<file path="config.mk">
export PLATFORM = sky130hd
export DESIGN_NAME = alignment_emission_run_encoder_top
export DESIGN_NICKNAME = d
export VERILOG_FILES = /design/src/hdl/aere_pkg.sv /design/src/hdl/aere_front.sv /design/src/hdl/aere_queue.sv /design/src/hdl/aere_back.sv /design/src/hdl/alignment_emission_run_encoder_top.sv
export SDC_FILE = /design/constraint.sdc
export NUM_CORES = 1
export LEC_CHECK = 0
export BUFFER_PORTS_ARGS = -buffer_cell sky130_fd_sc_hd__buf_2
export CAP_MARGIN = 20
export CORE_ASPECT_RATIO = 1.25
export CORE_MARGIN = 2
export CORE_UTILIZATION = 25
export CTS_BUF_LIST = sky130_fd_sc_hd__clkbuf_8
export DETAILED_ROUTE_END_ITERATION = 12
export HOLD_SLACK_MARGIN = 0.1
export MAX_ROUTING_LAYER = met4
export PLACE_DENSITY = 0.36
export SLEW_MARGIN = 20
export SYNTH_ARGS = -nofsm -noshare
export SYNTH_HDL_FRONTEND = slang
export SYNTH_HIERARCHICAL = 1
export SYNTH_SLANG_ARGS = --single-unit
</file>
<file path="constraint.sdc">
create_clock -name clk -period 6.8 [get_ports clk]
set_input_delay 0.34 -clock clk [delete_from_list [all_inputs] [get_ports clk]]
set_output_delay 0.34 -clock clk [all_outputs]
set_load 0.01 [all_outputs]
</file>
<file path="src/hdl/aere_pkg.sv">
package aere_pkg;

    localparam int POS_BITS   = 16;
    localparam int RUN_BITS   = POS_BITS + 1;
    localparam int NUM_TOK    = 4;
    localparam int TOK_BITS   = $clog2(NUM_TOK);
    localparam int QDEPTH     = 4;
    localparam int QPTR_BITS  = $clog2(QDEPTH);
    localparam int QCNT_BITS  = $clog2(QDEPTH + 1);

    typedef logic [POS_BITS-1:0] pos_t;
    typedef logic [RUN_BITS-1:0] run_t;

    // token slots of one burst, in emission order
    typedef enum logic [TOK_BITS-1:0] {
        TOK_COL_GAP = 2'd0,
        TOK_ROW_GAP = 2'd1,
        TOK_COL_FIN = 2'd2,
        TOK_ROW_FIN = 2'd3
    } tok_t;

    localparam logic STREAM_ROW = 1'b0;
    localparam logic STREAM_COL = 1'b1;

    // every token that one pair produces
    typedef struct packed {
        logic [NUM_TOK-1:0] mask;
        pos_t               gap_row;
        pos_t               gap_col;
        run_t               run_col_gap;
        run_t               run_row_gap;
        run_t               run_col_fin;
        run_t               run_row_fin;
    } burst_t;

    function automatic run_t sat_add(input run_t a, input pos_t b);
        logic [RUN_BITS:0] s;
        s = {1'b0, a} + {2'b00, b};
        return s[RUN_BITS] ? {RUN_BITS{1'b1}} : s[RUN_BITS-1:0];
    endfunction

endpackage

</file>
<file path="src/hdl/aere_front.sv">
module aere_front (
    input  logic            clk,
    input  logic            rst_n,
    input  logic            in_valid,
    output logic            in_ready,
    input  aere_pkg::pos_t  row_pos,
    input  aere_pkg::pos_t  col_pos,
    input  logic            last_pair,
    input  logic            q_full,
    output logic            q_push,
    output aere_pkg::burst_t q_data
);
    import aere_pkg::*;

    logic started_reg, started_next;
    pos_t prev_row_reg, prev_row_next;
    pos_t prev_col_reg, prev_col_next;
    run_t row_run_reg, row_run_next;
    run_t col_run_reg, col_run_next;

    logic              accept;
    logic              jump_row, jump_col;
    logic [POS_BITS:0] row_lim, col_lim;
    pos_t              diff_row, diff_col, gap_row, gap_col;
    run_t              row_after_jump, col_after_jump;
    run_t              row_new, col_new;

    assign in_ready = !q_full;
    assign accept   = in_valid && in_ready;

    always_comb
    begin
        row_lim  = {1'b0, prev_row_reg} + (POS_BITS+1)'(1);
        col_lim  = {1'b0, prev_col_reg} + (POS_BITS+1)'(1);
        jump_row = started_reg && ({1'b0, row_pos} > row_lim);
        jump_col = started_reg && ({1'b0, col_pos} > col_lim);
        diff_row = row_pos - prev_row_reg;
        diff_col = col_pos - prev_col_reg;
        gap_row  = diff_row - POS_BITS'(1);
        gap_col  = diff_col - POS_BITS'(1);

        // row gap is added to the row run before the row stream token reads it
        row_after_jump = jump_row ? sat_add(row_run_reg, gap_row) : row_run_reg;
        col_after_jump = jump_row ? '0 : col_run_reg;

        if (!started_reg || jump_col)
            row_new = RUN_BITS'(1);
        else if (jump_row)
            row_new = sat_add(row_run_reg, diff_row);
        else
            row_new = sat_add(row_run_reg, POS_BITS'(1));

        if (!started_reg)
            col_new = RUN_BITS'(1);
        else if (jump_col)
            col_new = sat_add(col_after_jump, diff_col);
        else if (jump_row)
            col_new = RUN_BITS'(1);
        else
            col_new = sat_add(col_run_reg, POS_BITS'(1));
    end

    always_comb
    begin
        q_data.mask        = {last_pair, last_pair, jump_col, jump_row};
        q_data.gap_row     = gap_row;
        q_data.gap_col     = gap_col;
        q_data.run_col_gap = col_run_reg;
        q_data.run_row_gap = row_after_jump;
        q_data.run_col_fin = col_new;
        q_data.run_row_fin = row_new;
        q_push             = accept && (q_data.mask != '0);
    end

    always_comb
    begin
        started_next  = started_reg;
        prev_row_next = prev_row_reg;
        prev_col_next = prev_col_reg;
        row_run_next  = row_run_reg;
        col_run_next  = col_run_reg;
        if (accept)
        begin
            if (last_pair)
            begin
                started_next  = 1'b0;
                prev_row_next = '0;
                prev_col_next = '0;
                row_run_next  = '0;
                col_run_next  = '0;
            end
            else
            begin
                started_next  = 1'b1;
                prev_row_next = row_pos;
                prev_col_next = col_pos;
                row_run_next  = row_new;
                col_run_next  = col_new;
            end
        end
    end

    always_ff @(posedge clk or negedge rst_n)
    begin
        if (!rst_n)
        begin
            started_reg  <= 1'b0;
            prev_row_reg <= '0;
            prev_col_reg <= '0;
            row_run_reg  <= '0;
            col_run_reg  <= '0;
        end
        else
        begin
            started_reg  <= started_next;
            prev_row_reg <= prev_row_next;
            prev_col_reg <= prev_col_next;
            row_run_reg  <= row_run_next;
            col_run_reg  <= col_run_next;
        end
    end

    a_flush_restarts: assert property (@(posedge clk) disable iff (!rst_n)
        accept && last_pair |=> !started_reg && row_run_reg == '0 && col_run_reg == '0)
        else $error("flush did not clear the alignment state");

    a_no_gap_before_start: assert property (@(posedge clk) disable iff (!rst_n)
        !started_reg |-> !jump_row && !jump_col)
        else $error("gap token raised on the first pair");

endmodule

</file>
<file path="src/hdl/aere_queue.sv">
module aere_queue (
    input  logic             clk,
    input  logic             rst_n,
    input  logic             push,
    input  aere_pkg::burst_t push_data,
    output logic             full,
    input  logic             pop,
    output aere_pkg::burst_t head,
    output logic             empty
);
    import aere_pkg::*;

    burst_t                 slot_reg [QDEPTH];
    logic [QPTR_BITS-1:0]   wr_ptr_reg, wr_ptr_next;
    logic [QPTR_BITS-1:0]   rd_ptr_reg, rd_ptr_next;
    logic [QCNT_BITS-1:0]   count_reg, count_next;

    assign full  = (count_reg == QCNT_BITS'(QDEPTH));
    assign empty = (count_reg == '0);
    assign head  = slot_reg[rd_ptr_reg];

    always_comb
    begin
        wr_ptr_next = push ? wr_ptr_reg + QPTR_BITS'(1) : wr_ptr_reg;
        rd_ptr_next = pop  ? rd_ptr_reg + QPTR_BITS'(1) : rd_ptr_reg;
        count_next  = count_reg;
        if (push && !pop)
            count_next = count_reg + QCNT_BITS'(1);
        else if (pop && !push)
            count_next = count_reg - QCNT_BITS'(1);
    end

    always_ff @(posedge clk)
    begin
        if (push)
            slot_reg[wr_ptr_reg] <= push_data;
    end

    always_ff @(posedge clk or negedge rst_n)
    begin
        if (!rst_n)
        begin
            wr_ptr_reg <= '0;
            rd_ptr_reg <= '0;
            count_reg  <= '0;
        end
        else
        begin
            wr_ptr_reg <= wr_ptr_next;
            rd_ptr_reg <= rd_ptr_next;
            count_reg  <= count_next;
        end
    end

    a_no_overflow: assert property (@(posedge clk) disable iff (!rst_n)
        push |-> !full)
        else $error("burst queue written while full");

    a_no_underflow: assert property (@(posedge clk) disable iff (!rst_n)
        pop |-> !empty)
        else $error("burst queue read while empty");

endmodule

</file>
<file path="src/hdl/aere_back.sv">
module aere_back (
    input  logic             clk,
    input  logic             rst_n,
    input  aere_pkg::burst_t head,
    input  logic             q_empty,
    output logic             q_pop,
    output logic             out_valid,
    input  logic             out_ready,
    output logic             stream_sel,
    output aere_pkg::run_t   run_count,
    output aere_pkg::pos_t   gap_count,
    output logic             final_token,
    output logic             burst_end
);
    import aere_pkg::*;

    logic [NUM_TOK-1:0] sent_reg, sent_next;
    logic               out_valid_reg, out_valid_next;
    logic               sel_reg;
    run_t               run_reg;
    pos_t               gap_reg;
    logic               fin_reg;
    logic               end_reg;

    logic [NUM_TOK-1:0] pending, rest;
    tok_t               pick;
    logic               load;
    logic               pick_sel, pick_fin;
    run_t               pick_run;
    pos_t               pick_gap;

    always_comb
    begin
        pending = q_empty ? '0 : (head.mask & ~sent_reg);
        pick    = TOK_ROW_FIN;
        for (int i = NUM_TOK - 1; i >= 0; i--)
        begin
            if (pending[i])
                pick = tok_t'(i);
        end
        rest = pending & ~(NUM_TOK'(1) << pick);
    end

    always_comb
    begin
        case (pick)
            TOK_COL_GAP:
            begin
                pick_sel = STREAM_COL;
                pick_run = head.run_col_gap;
                pick_gap = head.gap_row;
                pick_fin = 1'b0;
            end
            TOK_ROW_GAP:
            begin
                pick_sel = STREAM_ROW;
                pick_run = head.run_row_gap;
                pick_gap = head.gap_col;
                pick_fin = 1'b0;
            end
            TOK_COL_FIN:
            begin
                pick_sel = STREAM_COL;
                pick_run = head.run_col_fin;
                pick_gap = '0;
                pick_fin = 1'b1;
            end
            default:
            begin
                pick_sel = STREAM_ROW;
                pick_run = head.run_row_fin;
                pick_gap = '0;
                pick_fin = 1'b1;
            end
        endcase
    end

    // output register refills with the next pending token whenever it is empty or its transfer completes
    always_comb
    begin
        load           = (pending != '0) && (!out_valid_reg || out_ready);
        q_pop          = load && (rest == '0);
        out_valid_next = load ? 1'b1 : (out_valid_reg && !out_ready);
        sent_next      = sent_reg;
        if (q_pop)
            sent_next = '0;
        else if (load)
            sent_next = sent_reg | (NUM_TOK'(1) << pick);
    end

    always_ff @(posedge clk or negedge rst_n)
    begin
        if (!rst_n)
        begin
            sent_reg      <= '0;
            out_valid_reg <= 1'b0;
        end
        else
        begin
            sent_reg      <= sent_next;
            out_valid_reg <= out_valid_next;
        end
    end

    always_ff @(posedge clk)
    begin
        if (load)
        begin
            sel_reg <= pick_sel;
            run_reg <= pick_run;
            gap_reg <= pick_gap;
            fin_reg <= pick_fin;
            end_reg <= (rest == '0);
        end
    end

    assign out_valid   = out_valid_reg;
    assign stream_sel  = sel_reg;
    assign run_count   = run_reg;
    assign gap_count   = gap_reg;
    assign final_token = fin_reg;
    assign burst_end   = end_reg;

    a_row_final_ends_burst: assert property (@(posedge clk) disable iff (!rst_n)
        out_valid_reg && fin_reg && sel_reg == STREAM_ROW |-> end_reg)
        else $error("row final token not at the end of its burst");

    a_final_has_no_gap: assert property (@(posedge clk) disable iff (!rst_n)
        out_valid_reg && fin_reg |-> gap_reg == '0)
        else $error("final token carries a gap");

endmodule

</file>
<file path="src/hdl/alignment_emission_run_encoder_top.sv">
// path: a pair's burst is written into the queue, then each token is loaded into the output register
// throughput: one pair per cycle unless the queue is full; tokens leave at one per cycle
// while out_ready is high, through the output register, and a four-entry queue holds the
// bursts of up to four pairs; input stalls only while the queue is full, and pairs that make no token never enter it
// reset: asynchronous, clears the alignment state, the queue and the output valid
module alignment_emission_run_encoder_top (
    input  logic           clk,
    input  logic           rst_n,
    input  logic           in_valid,
    output logic           in_ready,
    input  aere_pkg::pos_t row_pos,
    input  aere_pkg::pos_t col_pos,
    input  logic           last_pair,
    output logic           out_valid,
    input  logic           out_ready,
    output logic           stream_sel,
    output aere_pkg::run_t run_count,
    output aere_pkg::pos_t gap_count,
    output logic           final_token,
    output logic           burst_end
);
    import aere_pkg::*;

    logic   q_push, q_pop, q_full, q_empty;
    burst_t q_in, q_head;

    aere_front u_front (
        .clk       (clk),
        .rst_n     (rst_n),
        .in_valid  (in_valid),
        .in_ready  (in_ready),
        .row_pos   (row_pos),
        .col_pos   (col_pos),
        .last_pair (last_pair),
        .q_full    (q_full),
        .q_push    (q_push),
        .q_data    (q_in)
    );

    aere_queue u_queue (
        .clk       (clk),
        .rst_n     (rst_n),
        .push      (q_push),
        .push_data (q_in),
        .full      (q_full),
        .pop       (q_pop),
        .head      (q_head),
        .empty     (q_empty)
    );

    aere_back u_back (
        .clk         (clk),
        .rst_n       (rst_n),
        .head        (q_head),
        .q_empty     (q_empty),
        .q_pop       (q_pop),
        .out_valid   (out_valid),
        .out_ready   (out_ready),
        .stream_sel  (stream_sel),
        .run_count   (run_count),
        .gap_count   (gap_count),
        .final_token (final_token),
        .burst_end   (burst_end)
    );

endmodule
</file>
==> metrics.yaml, run 1 <==
drt:
  vias_per_cell: 4.803
  vias: 17620
  drt-total-wl_um: 84950
  remaining_drc_errors: 0
  ant_nets: 0
  first_pass_iters: 5
  wire_per_inst_um: 23.15
  dr.first_iter.drc_count: 1283
cts:
  clk_pin_slew_ps: 60
  cts_tree: "done"
  cts.path.max_buffers: 3
  cts_setup_buffers: 0
  clock_latency_ps: 780
  cts_max_level: 3
  numCtsBuffers: 93
  ctsRootBufferMaster: "clkbuf_8"
  clock-sinks: 531
grt:
  grt_pass1_vias: 18370
  grt_max_degree: 105
  grtUsageTotal_pct: 15.67
  grt_pass1_wl_um: 125400
  antenna_found_initial: 5
  grt_overflow_total: 0
synthesis:
  synthSimpleGateAreaFrac_pct: 9.563
  yosys_warnings: 6
  synthesis.area_um2: 27340
  synth_top_family_by_area: "compound AO/OA/AOI/OAI gates"
  ys_seq_area_share_pct: 56.87
  synth_cells: 1987
  synth_area_per_cell_um2: 13.76
  synth_top_area_share_pct: 49.64
  synth_xor_area_share_pct: 4.063
  ys_ff_latch: 531
  synth_compound_area_share_pct: 11.72
  ys.flop_type: "edfxtp_1"
  synth.area.top_cells: "edfxtp_1 50%, mux4_2 8.6%, dfrtp_1 7.2%"
  synth-edff-count: 452
  syn_nets: 2151
  synthAdderAreaFrac_pct: 5.976
  muxShareOfSynthArea_pct: 8.754
  synth_cell_type_count: 103
  ys_async_sr_fraction_pct: 14.88
  synth_top_area_cell: "edfxtp_1"
timing:
  worst_slack_ps: 550.3
  fin_skew_ps: 46.05
  drv_slew: 0
  worst_pin_slew_ps: 1101
  rsz0062_at_grt: "false"
  finalCritPeriodShare_pct: 91.91
  clock.fmax_mhz: 160.0
  setup_violations: 0
  max-slew-margin-rel_pct: 26.32
  period_minus_slack_ps: 6250
  tns_ps: 0
  hold_violations: 0
final_layout:
  area_delta_synth_final_pct: 16.32
  final_common_cell: "edfxtp_1"
  nets: 2316
  n_fill_cell: 11030
  layout_common_cells: "452 x edfxtp_1, 123 x inv_1, 121 x ha_1"
  largest_reg_flops: 416
  fin_util_pct: 29.33
  drive_gt1_share_pct: 18.25
status:
  status: "complete, no violations"
setup_path:
  path_buf_inv: 2
  r2r_slack_ps: 550
  r2r_end: "u_queue/slot_reg[0][32]"
  reg2regPathDepth: 23
  cp_data_arrival_time_ps: 6700
  critPathMaxFanout: 17
  crit_required_ps: 7250
  crit_family: "compound AO/OA/AOI/OAI gates"
  cpPeakStageDelay_ps: 500
  cpMaxStageDelayCell: "nor3_1"
  path_cells: "inv_1 > nor3_1 > nand2_1 > nor2_1 > nand3_1 > xor2_1 > ha_1 > nand3_1 > nor4_1 > a21oi_1 > o221ai_1 > a21o_1 > nand2_1 > inv_1 > ha_1 > a211o_1 > a2111oi_2 > o211ai_1 > a31oi_2 > o21ai_0 > and3_1 > a2111oi_2 > o21ai_0"
  path_class: "reg -> reg"
  startpoint_type: "flip-flop"
  endpoint_kind: "flip-flop"
  rr_startpoint: "u_front/prev_row_reg[0]"
die:
  pin_count: 75
  die_area_um2: 112100
  die_h_um: 373.8
  fp.dieW_um: 299.8
  rows: 135
  core-area_um2: 108400
  initial_core_util_pct: 25.22
power:
  p_leak_nw: 11.52
  peakVddDrop_mv: 0.2231
  power.density_nw_per_um2: 447.7
placement:
  port_buffers: 74
  hpwl_um: 58810
  gp_congestion: 0.8637
  pre_cts_ws_ps: 515.9
worst_hold_path:
  hold_path.class: "in -> async"
flow_run:
  max_cap_viol_count: 0
==> worst reg2reg max path: stages, from the launching register on <==
cell and delay [ps]:
dfrtp_1 420, inv_1 90, nor3_1 500, nand2_1 110, nor2_1 240, nand3_1 130, xor2_1 160, ha_1 290
nand3_1 90, nor4_1 280, a21oi_1 100, o221ai_1 80, a21o_1 500, nand2_1 200, inv_1 90, ha_1 240
a211o_1 350, a2111oi_2 430, o211ai_1 190, a31oi_2 260, o21ai_0 100, and3_1 500, a2111oi_2 400, o21ai_0 220
==> stage by stage <==
stage / hold slack [ps] / total power [mW] / cells / area [µm²]
2_1_floorplan: 44.41 / 9.114 / 1987 / 27340
3_3_place_gp: 429.0 / 11.33 / 3453 / 29470
3_5_place_dp: 431.1 / 11.39 / 3454 / 29480
4_1_cts: 115.7 / 14.55 / 3665 / 31770
5_1_grt: 164.6 / 15.19 / 3669 / 31810
6_report: 174.5 / 14.24 / 3669 / 31810
==> worst max path at each step <==
| stage | from | end | slack [ps] | cells after the start |
|---|---|---|---|---|
| after floorplan | u_front/prev_row_reg[2] | u_queue/slot_reg[0][0] | 1110 | 17 |
| after global placement | u_front/prev_row_reg[2] | u_queue/slot_reg[1][32] | 500 | 23 |
| after detailed placement | u_front/prev_row_reg[0] | u_queue/slot_reg[0][32] | 520 | 23 |
| after CTS | u_front/prev_row_reg[0] | u_queue/slot_reg[1][32] | 460 | 23 |
| after global routing | u_front/prev_row_reg[0] | u_queue/slot_reg[1][32] | 30 | 23 |
| final | u_front/prev_row_reg[0] | u_queue/slot_reg[0][32] | 550 | 23 |
==> synth_stat cells, types with 14 or more instances <==
master,n
a21o_1,31
a21oi_1,72
a221o_1,19
a22o_1,46
a31oi_1,16
and2_1,31
and3_1,23
buf_2,26
clkbuf_1,36
dfrtp_1,79
edfxtp_1,452
ha_1,121
inv_1,87
mux4_2,104
nand2_1,94
nand2b_1,14
nand3_1,59
nand3b_1,33
nand4_1,18
nor2_1,89
nor2b_1,18
nor3_1,30
o21a_1,15
o21ai_0,85
o22a_1,14
xnor2_1,84
xor2_1,41
==> cell families after synthesis <==
kind of cell / Yosys count
AOI/OAI and AO/OA: 439
muxes: 109
xor gates and xnor gates: 126
buffers and inverters: 178
DFF: 531
and+or+nand+nor: 477
adders and majority gates: 127
==> per-layer routing <==
layer	track usage [%]	share of wire (%)
met1	19.20	43
met2	26.08	50
met3	2.680	4.0
met4	5.208	2.6
met5	-	0
==> timing repair <==
item,4_1_cts,5_1_grt
hold buffers,38,1
resized for setup,0,0
setup endpoints to repair,0,0
hold endpoints to repair,70,7
==> final cells by class <==
class / instances / area [µm²] / area share (%)
inverter: 90 / 337.8 / 1.062
clock inverter: 74 / 546.8 / 1.719
multi-input combinational: 1278 / 10990 / 34.56
tap: 1438 / 1799 / 5.657
clock buffer: 99 / 1363 / 4.284
antenna: 1 / 2.502 / 0.007868
sequential: 531 / 15560 / 48.91
timing repair buffer: 158 / 1209 / 3.800
==> where the power goes <==
group | switching [mW] | internal [mW] | total [mW]
clock | 1.39 | 1.66 | 3.05
sequential | 0.501 | 4.69 | 5.19
combinational | 3.69 | 2.31 | 6.00
Note: power is estimated with default switching activity, not from simulation.
==> run 2: changes to the inputs <==
--- a/config.mk
+++ b/config.mk
@@ -9,12 +9,12 @@
 export CAP_MARGIN = 20
 export CORE_ASPECT_RATIO = 1.25
 export CORE_MARGIN = 2
-export CORE_UTILIZATION = 25
+export CORE_UTILIZATION = 45
 export CTS_BUF_LIST = sky130_fd_sc_hd__clkbuf_8
 export DETAILED_ROUTE_END_ITERATION = 12
 export HOLD_SLACK_MARGIN = 0.1
 export MAX_ROUTING_LAYER = met4
-export PLACE_DENSITY = 0.36
+export PLACE_DENSITY = 0.58
 export SLEW_MARGIN = 20
 export SYNTH_ARGS = -nofsm -noshare
 export SYNTH_HDL_FRONTEND = slang
==> metrics.yaml, run 2 (synthesis gave the netlist of run 1 again) <==
worst_hold_path:
  hold_path.class: "in -> async"  # unchanged
timing:
  drv_slew: 0  # unchanged
  period_minus_slack_ps: 6087  # was 6250 ps
  clock.fmax_mhz: 164.3  # was 160.0 MHz
  hold_violations: 0  # unchanged
  fin_skew_ps: 32.68  # was 46.05 ps
  setup_violations: 0  # unchanged
  rsz0062_at_grt: "false"  # unchanged
  max-slew-margin-rel_pct: 27.65  # was 26.32%
  finalCritPeriodShare_pct: 89.51  # was 91.91%
  tns_ps: 0  # unchanged
  worst_pin_slew_ps: 1085  # was 1101 ps
grt:
  grt_max_degree: 67  # was 105
  grt_overflow_total: 0  # unchanged
  grtUsageTotal_pct: 24.08  # was 15.67%
  antenna_found_initial: 2  # was 5
  grt_pass1_wl_um: 109400  # was 125,400 µm
  grt_pass1_vias: 18150  # was 18,370
status:
  status: "complete, no violations"  # unchanged
setup_path:
  endpoint_kind: "flip-flop"  # unchanged
  critPathMostFrequentCell: "o21ai_0"
  cp_data_arrival_time_ps: 6460  # was 6700 ps
  crit_family: "simple AND/OR/NAND/NOR gates"  # was compound AO/OA/AOI/OAI gates
  critPathMaxFanout: 25  # was 17
  cpMaxStageDelayCell: "and3_1"  # was nor3_1
  worst-path-stages: 23  # unchanged
  reg2regPathDepth: 23  # unchanged
  cpPeakStageDelay_ps: 690  # was 500 ps
  startpoint_type: "flip-flop"  # unchanged
  rr_startpoint: "u_front/prev_row_reg[1]"  # was u_front/prev_row_reg[0]
  path_class: "reg -> reg"  # unchanged
  crit_required_ps: 7170  # was 7250 ps
  worstSetupStartpoint: "u_front/prev_row_reg[1]"  # was u_front/prev_row_reg[0]
  path_cells: "inv_1 > nor3_1 > nand2_1 > nor2_1 > nand3_1 > xor2_1 > ha_1 > nand3_1 > nor4_1 > a21oi_1 > o221ai_1 > a21o_1 > buf_4 > and2_1 > ha_1 > o21a_1 > o21ai_0 > o211ai_1 > a31oi_2 > o21ai_0 > and3_1 > nor2_1 > o21ai_0"  # was inv_1 > nor3_1 > nand2_1 > nor2_1 > nand3_1 > xor2_1 > ha_1 > nand3_1 > nor4_1 > a21oi_1 > o221ai_1 > a21o_1 > nand2_1 > inv_1 > ha_1 > a211o_1 > a2111oi_2 > o211ai_1 > a31oi_2 > o21ai_0 > and3_1 > a2111oi_2 > o21ai_0
  path_buf_inv: 2  # unchanged
final_layout:
  largest_reg_flops: 416  # unchanged
  n_fill_cell: 5233  # was 11,030
  fin_util_pct: 50.63  # was 29.33%
  design_area_um2: 30590  # was 31,810 µm²
  final_common_cell: "edfxtp_1"  # unchanged
  area_delta_synth_final_pct: 11.86  # was 16.32%
  drive_gt1_share_pct: 17.81  # was 18.25%
  layout_common_cells: "452 x edfxtp_1, 121 x ha_1, 117 x inv_1"  # was 452 x edfxtp_1, 123 x inv_1, 121 x ha_1
  nets: 2298  # was 2,316
cts:
  cts_setup_buffers: 0  # unchanged
  clock-sinks: 531  # unchanged
  cts_resized: 0  # unchanged
  numCtsBuffers: 84  # was 93
  cts.path.max_buffers: 3  # unchanged
  clk_pin_slew_ps: 70  # was 60 ps
  ctsRootBufferMaster: "clkbuf_8"  # unchanged
  clock_latency_ps: 680  # was 780 ps
  cts_max_level: 3  # unchanged
  hold_buffers: 37  # was 38
  cts_tree: "done"  # unchanged
drt:
  routed-wl-met3_um: 3619  # was 3406 µm
  vias_per_cell: 5.963  # was 4.803
  remaining_drc_errors: 0  # unchanged
  vias: 17730  # was 17,620
  dr_wl_met2_um: 36220  # was 42,680 µm
  dr.first_iter.drc_count: 1231  # was 1,283
  wire_per_inst_um: 24.21  # was 23.15 µm
  wl_met1_um: 29910  # was 36,690 µm
  first_pass_iters: 6  # was 5
  top_layer_used: "met4"  # unchanged
  ant_nets: 0  # unchanged
  drt-total-wl_um: 72020  # was 84,950 µm
power:
  power.density_nw_per_um2: 441.8  # was 447.7 nW/µm²
  p_leak_nw: 11.32  # was 11.52 nW
  peakVddDrop_mv: 0.2466  # was 0.2231 mV
die:
  die_area_um2: 62760  # was 112,100 µm²
  initial_core_util_pct: 45.27  # was 25.22%
  die_h_um: 279.6  # was 373.8 µm
  pin_count: 75  # unchanged
  core-area_um2: 60410  # was 108,400 µm²
  rows: 101  # was 135
  fp.dieW_um: 224.5  # was 299.8 µm
placement:
  port_buffers: 74  # unchanged
  gp_congestion: 0.9108  # was 0.8637
  hpwl_um: 50130  # was 58,810 µm
  placed_cell_area_um2: 28590  # was 29,480 µm²
flow_run:
  max_cap_viol_count: 0  # unchanged
run 2: cell types whose count changed in the layout (fill, tap and decap cells not counted), sizes merged:
| cell | delta |
|---|---|
| dlygate4sd3 | -2 |
| bufinv | -5 |
| clkinv | +4 |
| clkinvlp | -4 |
| clkbuf | -10 |
| inv | -5 |
| buf | -7 |
run 2: per-layer routing:
metal  vias up  global-route usage, %
met4         0                  8.592
met5         -                      -
li1       8084                      -
met3       130                  3.094
met1      8977                  30.38
met2       543                  40.12
run 2: final timing paths:
check                                                end  slack [ps]
worst max-delay path             u_queue/slot_reg[2][24]         710
worst min-delay path            u_front/prev_row_reg[13]         170
worst max register to register   u_queue/slot_reg[2][24]         710
worst min register to register      u_queue/count_reg[2]         510
max in group asynchronous          u_queue/rd_ptr_reg[1]        5380
min in group clk                 u_front/prev_row_reg[5]         490
run 2: area by class of cell:
cell class / instances / area [µm²] / share of cell area [%]
inverter: 90 / 337.8 / 1.105
sequential: 531 / 15560 / 50.87
antenna: 1 / 2.502 / 0.008182
clock buffer: 89 / 1225 / 4.005
multi-input combinational: 1278 / 10980 / 35.91
clock inverter: 64 / 389.1 / 1.272
timing repair buffer: 149 / 1124 / 3.674
tap: 772 / 965.9 / 3.158
run 2: through the flow:
| step | power (mW) | setup WS, ps | hold WS [ps] | std cells |
|---|---|---|---|---|
| finish | 13.51 | 713.4 | 175.0 | 2974 |
| global route | 14.31 | 382.4 | 192.0 | 2974 |
| CTS | 13.65 | 766.4 | 141.2 | 2971 |
| detailed placement | 10.99 | 811.9 | 348.6 | 2781 |
| global placement | 10.89 | 909.3 | 342.3 | 2781 |
| floorplan | 9.114 | 1113 | 44.41 | 1987 |
run 2: report_power, final:
group	switching [mW]	total (mW)	internal [mW]
Clock	1.26	2.61	1.34
Combinational	3.50	5.77	2.27
Sequential	0.445	5.13	4.69
==> run 3: changes to the inputs <==
--- a/config.mk
+++ b/config.mk
@@ -7,7 +7,7 @@
 export LEC_CHECK = 0
 export BUFFER_PORTS_ARGS = -buffer_cell sky130_fd_sc_hd__buf_2
 export CAP_MARGIN = 20
-export CORE_ASPECT_RATIO = 1.25
+export CORE_ASPECT_RATIO = 1.1
 export CORE_MARGIN = 2
 export CORE_UTILIZATION = 45
 export CTS_BUF_LIST = sky130_fd_sc_hd__clkbuf_8
==> metrics.yaml, run 3 (synthesis gave the netlist of run 1 again) <==
status:
  status: "complete, no violations"  # unchanged
die:
  core-area_um2: 59980  # was 60,410 µm²
  pin_count: 75  # unchanged
  die_h_um: 262.5  # was 279.6 µm
  rows: 94  # was 101
  die_area_um2: 62750  # was 62,760 µm²
  fp.dieW_um: 239.0  # was 224.5 µm
  initial_core_util_pct: 45.59  # was 45.27%
timing:
  hold_violations: 0  # unchanged
  clock.fmax_mhz: 165.6  # was 164.3 MHz
  worst_pin_slew_ps: 1199  # was 1085 ps
  drv_slew: 0  # unchanged
  max-slew-margin-rel_pct: 19.51  # was 27.65%
  worst_slack_ps: 759.9  # was 713.4 ps
  period_minus_slack_ps: 6040  # was 6087 ps
  fin_skew_ps: 40.06  # was 32.68 ps
  rsz0062_at_grt: "false"  # unchanged
  setup_violations: 0  # unchanged
  tns_ps: 0  # unchanged
  finalCritPeriodShare_pct: 88.82  # was 89.51%
placement:
  port_buffers: 74  # unchanged
  placed_cell_area_um2: 28620  # was 28,590 µm²
  dpl.cell_count: 2783  # was 2,781
  gp_congestion: 0.9018  # was 0.9108
  pre_cts_ws_ps: 837.5  # was 811.9 ps
  hpwl_um: 50420  # was 50,130 µm
final_layout:
  drive_gt1_share_pct: 18.65  # was 17.81%
  n_fill_cell: 5129  # was 5,233
  nets: 2306  # was 2,298
  area_delta_synth_final_pct: 12.68  # was 11.86%
  layout_common_cells: "452 x edfxtp_1, 121 x ha_1, 109 x clkbuf_8"  # was 452 x edfxtp_1, 121 x ha_1, 117 x inv_1
  design_area_um2: 30810  # was 30,590 µm²
  largest_reg_flops: 416  # unchanged
  final_common_cell: "edfxtp_1"  # unchanged
  final_cells: 2984  # was 2,974
cts:
  ctsRootBufferMaster: "clkbuf_8"  # unchanged
  cts_tree: "done"  # unchanged
  clk_pin_slew_ps: 60  # was 70 ps
  cts_resized: 0  # unchanged
  cts_setup_buffers: 0  # unchanged
  clock_latency_ps: 700  # was 680 ps
  cts.path.max_buffers: 3  # unchanged
  hold_buffers: 34  # was 37
  clock-sinks: 531  # unchanged
  cts_max_level: 3  # unchanged
  numCtsBuffers: 89  # was 84
drt:
  vias_per_cell: 5.969  # was 5.963
  dr.first_iter.drc_count: 1261  # was 1,231
  drt-total-wl_um: 72030  # was 72,020 µm
  vias: 17810  # was 17,730
  ant_nets: 0  # unchanged
  wire_per_inst_um: 24.14  # was 24.21 µm
  first_pass_iters: 7  # was 6
  remaining_drc_errors: 0  # unchanged
flow_run:
  max_cap_viol_count: 0  # unchanged
setup_path:
  r2r_slack_ps: 760  # was 710 ps
  crit_required_ps: 7220  # was 7170 ps
  path_class: "reg -> reg"  # unchanged
  critPathMostFrequentCell: "a21o_1"  # was o21ai_0
  critPathMaxFanout: 20  # was 25
  cpMaxStageDelayCell: "and3_1"  # unchanged
  cpPeakStageDelay_ps: 720  # was 690 ps
  endpoint_kind: "flip-flop"  # unchanged
  startpoint_type: "flip-flop"  # unchanged
  cp_data_arrival_time_ps: 6460  # about the same
  path_cells: "ha_1 > nand3_2 > nor3_4 > nand4_1 > nor2b_1 > xnor2_1 > ha_1 > a21o_1 > a21o_1 > nor4bb_1 > a21o_1 > buf_4 > and2_1 > ha_1 > a21o_1 > a21oi_1 > a31oi_1 > a31oi_2 > o21ai_0 > and3_1 > nor2_1 > o21ai_0"  # was inv_1 > nor3_1 > nand2_1 > nor2_1 > nand3_1 > xor2_1 > ha_1 > nand3_1 > nor4_1 > a21oi_1 > o221ai_1 > a21o_1 > buf_4 > and2_1 > ha_1 > o21a_1 > o21ai_0 > o211ai_1 > a31oi_2 > o21ai_0 > and3_1 > nor2_1 > o21ai_0
grt:
  grt_pass1_vias: 18310  # was 18,150
  busiest_layer: "met2"  # unchanged
  grtUsageMet1_pct: 30.80  # was 30.38%
  grt_util_met2_pct: 38.03  # was 40.12%
  grt_overflow_total: 0  # unchanged
  grt_max_degree: 67  # unchanged
  grt_pass1_wl_um: 109500  # was 109,400 µm
  grtUsageTotal_pct: 23.91  # was 24.08%
  grt_util_met3_pct: 3.750  # was 3.094%
  antenna_found_initial: 2  # unchanged
power:
  power.density_nw_per_um2: 446.9  # was 441.8 nW/µm²
  p_leak_nw: 11.40  # was 11.32 nW
  total_power_mw: 13.77  # was 13.51 mW
  peakVddDrop_mv: 0.2050  # was 0.2466 mV
worst_hold_path:
  hold_path.class: "in -> async"  # unchanged
## run 3: area by class of cell
| cell class | instances | area, µm² | area share (%) |
|---|---|---|---|
| tap | 768 | 960.9 | 3.119 |
| clock inverter | 55 | 341.6 | 1.109 |
| inverter | 90 | 337.8 | 1.096 |
| sequential | 531 | 15560 | 50.49 |
| timing repair buffer | 152 | 1126 | 3.655 |
| multi-input combinational | 1278 | 10980 | 35.65 |
| clock buffer | 109 | 1500 | 4.869 |
| antenna | 1 | 2.502 | 0.008122 |
## run 3: metal layers
metal  up-vias  wire [µm]
li1       8127          -
met1      9041      30750
met2       530      34900
met3       113       3983
met4         0       2400
met5         -          0
## run 3: through the flow
stage / hold slack (ps) / utilization, %
floorplan: 44.41 / -
global placement: 344.2 / 47.71
detailed placement: 344.6 / 47.71
CTS: 119.3 / 51.35
global route: 185.9 / 51.37
finish: 145.9 / 51.37
## run 3: critical path, delay by kind of cell (launching register included)
family / cells / cell delay, ps
buffers and inverters: 1 / 350
xor gates and xnor gates: 1 / 140
and+or+nand+nor: 8 / 2050
AOI/OAI and AO/OA: 9 / 2050
adders and majority gates: 3 / 750
DFF: 1 / 410
## run 3: final timing paths
path / startpoint / cells after the start / end
max: u_front/prev_row_reg[0] / 22 / u_queue/slot_reg[2][31]
min: rst_n / 2 / u_front/prev_row_reg[13]
max reg2reg: u_front/prev_row_reg[0] / 22 / u_queue/slot_reg[2][31]
min reg2reg: u_queue/count_reg[2] / 1 / u_queue/count_reg[2]
max in group asynchronous: rst_n / 3 / u_queue/rd_ptr_reg[0]
min in group clk: in_valid / 4 / u_front/prev_row_reg[15]
## run 3: report_power, final
group	leakage [nW]	total (mW)	switching (mW)	internal, mW
clock network	1.02	2.88	1.31	1.57
registers	5.22	5.18	0.487	4.69
logic	5.16	5.71	3.45	2.26
